File: src/rtl/lfsb_pkg.sv
// Shared types and constants for the LED frame stream builder.
package lfsb_pkg;

  typedef enum logic [1:0] {
    CMD_SET_ONE = 2'd0,
    CMD_SET_ALL = 2'd1,
    CMD_FETCH   = 2'd2
  } cmd_t;

  typedef enum logic {
    CFG_LED_COUNT      = 1'b0,
    CFG_STOP_ZERO_BITS = 1'b1
  } cfg_index_t;

  localparam logic STATUS_OK        = 1'b0;
  localparam logic STATUS_BAD_INDEX = 1'b1;

  localparam int ENTRY_W    = 29;
  localparam int WORD_W     = 32;
  localparam int CFG_DATA_W = 9;

  // Header mark bits placed above the stored brightness.
  localparam logic [2:0] HDR_MARK = 3'b111;

  typedef enum logic [1:0] {
    WSEL_ZERO = 2'd0,
    WSEL_ONES = 2'd1,
    WSEL_MEM  = 2'd2
  } word_sel_t;

  typedef struct packed {
    word_sel_t sel;
    logic      last;
  } word_info_t;

endpackage

File: src/rtl/lfsb_stream_ctrl.sv
// Stream position tracking and word selection for fetch items.
module lfsb_stream_ctrl #(
  parameter int MAX_LEDS = 256
) (
  input  logic                    clk,
  input  logic                    rst,
  input  logic                    fetch,
  input  logic                    stop_zero_bits,
  input  logic [((9 > $clog2(MAX_LEDS + 1)) ? 9 : $clog2(MAX_LEDS + 1))-1:0] count,
  output lfsb_pkg::word_info_t    info,
  output logic [(MAX_LEDS > 1 ? $clog2(MAX_LEDS) : 1)-1:0] rd_addr
);

  localparam int AW = (MAX_LEDS > 1) ? $clog2(MAX_LEDS) : 1;
  localparam int CW = (9 > $clog2(MAX_LEDS + 1)) ? 9 : $clog2(MAX_LEDS + 1);
  localparam int PW = $clog2(MAX_LEDS + MAX_LEDS / 32 + 3);
  localparam int SW = (PW > CW) ? PW : CW;

  logic [SW-1:0] stream_position;
  logic [SW-1:0] count_w;
  logic [SW-1:0] total;
  logic [SW-1:0] pos;
  logic [SW-1:0] pos_plus;
  logic [SW-1:0] pos_minus;

  always_comb begin
    count_w   = SW'(count);
    total     = count_w + (count_w >> 5) + SW'(2);
    pos       = (stream_position >= total) ? '0 : stream_position;
    pos_plus  = pos + SW'(1);
    pos_minus = pos - SW'(1);
    rd_addr   = pos_minus[AW-1:0];
    info.last = (pos_plus == total);
    if (pos == '0) begin
      info.sel = lfsb_pkg::WSEL_ZERO;
    end else if (pos <= count_w) begin
      info.sel = lfsb_pkg::WSEL_MEM;
    end else if (stop_zero_bits) begin
      info.sel = lfsb_pkg::WSEL_ZERO;
    end else begin
      info.sel = lfsb_pkg::WSEL_ONES;
    end
  end

  always_ff @(posedge clk) begin
    if (rst) begin
      stream_position <= '0;
    end else if (fetch) begin
      stream_position <= info.last ? '0 : pos_plus;
    end
  end

endmodule

File: config.mk
export PLATFORM = sky130hd
export DESIGN_NAME = lfsb_stream_ctrl
export DESIGN_NICKNAME = d
export VERILOG_FILES = /design/src/rtl/lfsb_pkg.sv /design/src/rtl/lfsb_stream_ctrl.sv
export SDC_FILE = /design/constraint.sdc
export NUM_CORES = 1
export LEC_CHECK = 0
export BUFFER_PORTS_ARGS = -buffer_cell sky130_fd_sc_hd__buf_2
export CAP_MARGIN = 20
export CELL_PAD_IN_SITES_DETAIL_PLACEMENT = 1
export CELL_PAD_IN_SITES_GLOBAL_PLACEMENT = 2
export CORE_MARGIN = 1
export CORE_UTILIZATION = 38
export DETAILED_ROUTE_END_ITERATION = 12
export PLACE_DENSITY = 0.94
export SLEW_MARGIN = 20
export SYNTH_ARGS = -nofsm -noshare
export SYNTH_HDL_FRONTEND = slang
export SYNTH_SLANG_ARGS = --single-unit
File: constraint.sdc
create_clock -name clk -period 25.2 [get_ports clk]
set_input_delay 5.04 -clock clk [delete_from_list [all_inputs] [get_ports clk]]
set_output_delay 5.04 -clock clk [all_outputs]
set_load 0.1 [all_outputs]
==> flow_summary.yaml <==
drt:
  wirelength_um: 5318
  drc: 0
  drt-pass1-iter-count: 4
  wl_per_cell_um: 16.26
  vias_per_cell: 5.462
  ant_nets: 0
  vias: 1786
  drt_iter0_markers: 44
layout:
  drive_above_1_share: 0.2000
  seqCellArea_um2: 180.2
  largest_reg_flops: 9
  top_register: "stream_position"
  antenna_cells: 0
  area_growth_pct: 9.640
  fin_area_um2: 2135
  fin_nets: 303
  largestRegisters: "stream_position: 9 flops"
  layout_common_cells: "28 x ha_1, 25 x inv_1, 23 x buf_2, 21 x nand2_1, 19 x xnor2_1"
  final_common_cell: "ha_1"
  finalCoreUtilization: 0.4431
  multi_input_area_um2: 1609
  nFillCells: 641
place:
  port_buffers: 23
  dpl_cell_area_um2: 2090
  dp_hpwl_um: 4312
  pre_cts_ws_ns: 8.872
  place_congestion: 0.8210
timing:
  tns_ns: 0
  rsz0062_at_grt: "false"
  slew_headroom: 0.5232
  finalCritPeriodShare: 0.6472
  fmax_mhz: 61.32
  setup_viol: 0
  fin_worst_skew_ns: 0.001446
  final.setup.worst_slack_ns: 8.891
  hold_viol: 0
  worst_slew_pin_slew_ns: 0.7145
  period_needed_ns: 16.31
  holdWs_ns: 0.6252
  finalMaxSlewViolations: 0
worst_hold_path:
  hold_end: "stream_position[2]"
  holdPathStages: 2
  worstHoldPathType: "flip-flop to flip-flop"
  worstHoldStart: "stream_position[2]"
floorplan:
  num_io_pins: 24
  start_util: 0.4042
  fp.coreArea_um2: 4817
  die_w_um: 73.58
  die_area_um2: 5413
  rows: 25
  dieHeight_um: 73.58
worst_setup_path:
  critical-path-top-delay-family: "simple AND/OR/NAND/NOR gates"
  startpoint_type: "input pin"
  end_kind: "output pin"
  critPathSlowestCell: "nor2_2"
  max_stage_delay_ns: 0.58
  r2r_start: "stream_position[6]"
  r2r_end: "stream_position[7]"
  critical_path_required_ns: 20.16
  worstSetupPathType: "input pin to output pin"
  critPathArrivalTime_ns: 11.27
  worstPathMaxFanout: 16
  cp_num_buf_inv: 6
  rr_worst_depth: 16
  reg2reg_setup_slack_ns: 20.52
clock_tree:
  htree_levels: 1
  clockBufferDepth: 2
  hold_buffers: 0
  cts_buffers: 3
  cts_tree: "done"
  root_buffer: "clkbuf_8"
  clock_latency_ns: 0.23
  clkTransAtPathRegs_ns: 0.05
  ctsResizeCount: 0
  cts_setup_buffers: 0
  cts_sinks: 9
pwr:
  vdd_ir_drop_max_mv: 0.03423
  p_per_area_nw_per_um2: 41.24
  leakage_nw: 0.9377
logic_synthesis:
  synth_edf_count: 0
  synth_area_per_cell_um2: 8.045
  synth_nets: 284
  synthDistinctLibCells: 65
  ys_ff_latch: 9
  ys_warn_count: 0
  synthFlopType: "dfxtp_1"
  yosysSeqAreaShare: 0.09254
  synthCells: 242
  ys_async_sr_fraction: 0
  netlist_area_um2: 1947
global_routing:
  grt_usage: 0.2173
  grt_overflow: 0
  grt_first_pass_wirelength_um: 9128
  grt_max_degree: 19
  antenna_found_initial: 0
  grt_pass1_vias: 1851
run:
  cap_violations: 0
status:
  status: "finished, final reports clean"
==> cell families after synthesis <==
kind of cell	after synthesis	share of synthesized area
mux	4	0.02828
flops	9	0.09254
buf+inv	36	0.08097
xor+xnor	25	0.1202
simple gates	93	0.2937
compound gates	46	0.1941
fa+ha+maj	29	0.1902
==> power breakdown <==
| part | switching [W] | internal [W] | total, W |
|---|---|---|---|
| logic | 0.0000397 | 0.0000161 | 0.0000558 |
| clock network | 0.00000586 | 0.0000110 | 0.0000169 |
| registers | 0.000000685 | 0.0000146 | 0.0000153 |
==> per-layer routing <==
layer  part of all wire  track usage
met4             0.0034      0.02564
met1               0.51       0.3076
met2               0.47       0.3751
met5                  0            0
met3              0.014     0.008230
==> synthesized netlist by cell type, types with 2 or more instances <==
master | n | area, um2
o21ai_1 | 4 | 20.02
nand4_1 | 5 | 31.28
nor3_1 | 8 | 40.04
nor2b_1 | 4 | 25.02
nand2b_1 | 2 | 12.51
ha_1 | 28 | 350.3
a21oi_1 | 10 | 50.05
buf_2 | 2 | 10.01
or2_2 | 2 | 12.51
nand3_1 | 14 | 70.07
a211oi_1 | 2 | 15.01
nor2_1 | 14 | 52.55
o31ai_1 | 2 | 15.01
xor2_1 | 4 | 35.03
or3_1 | 2 | 12.51
mux2_2 | 2 | 22.52
buf_4 | 2 | 15.01
o21ai_0 | 5 | 25.02
o32ai_1 | 5 | 43.79
and3_1 | 3 | 18.77
nand2_1 | 21 | 78.83
inv_1 | 25 | 93.84
xnor2_1 | 19 | 166.4
dfxtp_1 | 9 | 180.2
o2111ai_1 | 2 | 17.52
clkbuf_1 | 2 | 7.510
nor3b_1 | 3 | 22.52
o21a_1 | 3 | 22.52
nor3_4 | 2 | 32.53
==> worst register-to-register path, cell delays in order (launching register included) <==
cell and delay (ns):
dfxtp_1 0.60, ha_1 0.34, a21oi_1 0.16, o21a_1 0.24, inv_2 0.10, nor2_2 0.58
nand2_1 0.35, inv_1 0.15, ha_1 0.29, nand4_1 0.16, or2_1 0.28, xor2_1 0.26
xnor2_1 0.14, o31ai_4 0.23, a32oi_4 0.11, nor4b_4 0.46, nor3_1 0.10
==> through the flow <==
| stage | instances | total power [W] |
|---|---|---|
| 6_report | 327 | 0.00008802 |
| 5_1_grt | 327 | 0.00009332 |
| 4_1_cts | 327 | 0.00008871 |
| 3_5_place_dp | 323 | 0.00007148 |
| 3_3_place_gp | 323 | 0.00007068 |
| 2_1_floorplan | 242 | 0.00006132 |
==> layout make-up <==
| cell class | count | area share |
|---|---|---|
| Sequential cell | 9 | 0.08441 |
| Inverter | 27 | 0.04748 |
| Tap cell | 67 | 0.03927 |
| Multi-Input combinational cell | 197 | 0.7538 |
| Clock buffer | 4 | 0.02110 |
| Timing Repair Buffer | 23 | 0.05393 |
==> how the worst max path moves through the flow <==
stage                        start      end  slack (ns)  cells past startpoint
after floorplan           count[6]  info[0]        6.97                     25
after detailed placement  count[6]  info[0]        8.87                     26
after global routing      count[6]  info[0]        8.40                     26
after global placement    count[6]  info[0]        9.05                     26
final                     count[6]  info[0]        8.89                     26
after CTS                 count[6]  info[0]        8.89                     26
No activity file was read; power rests on OpenSTA's default activity.
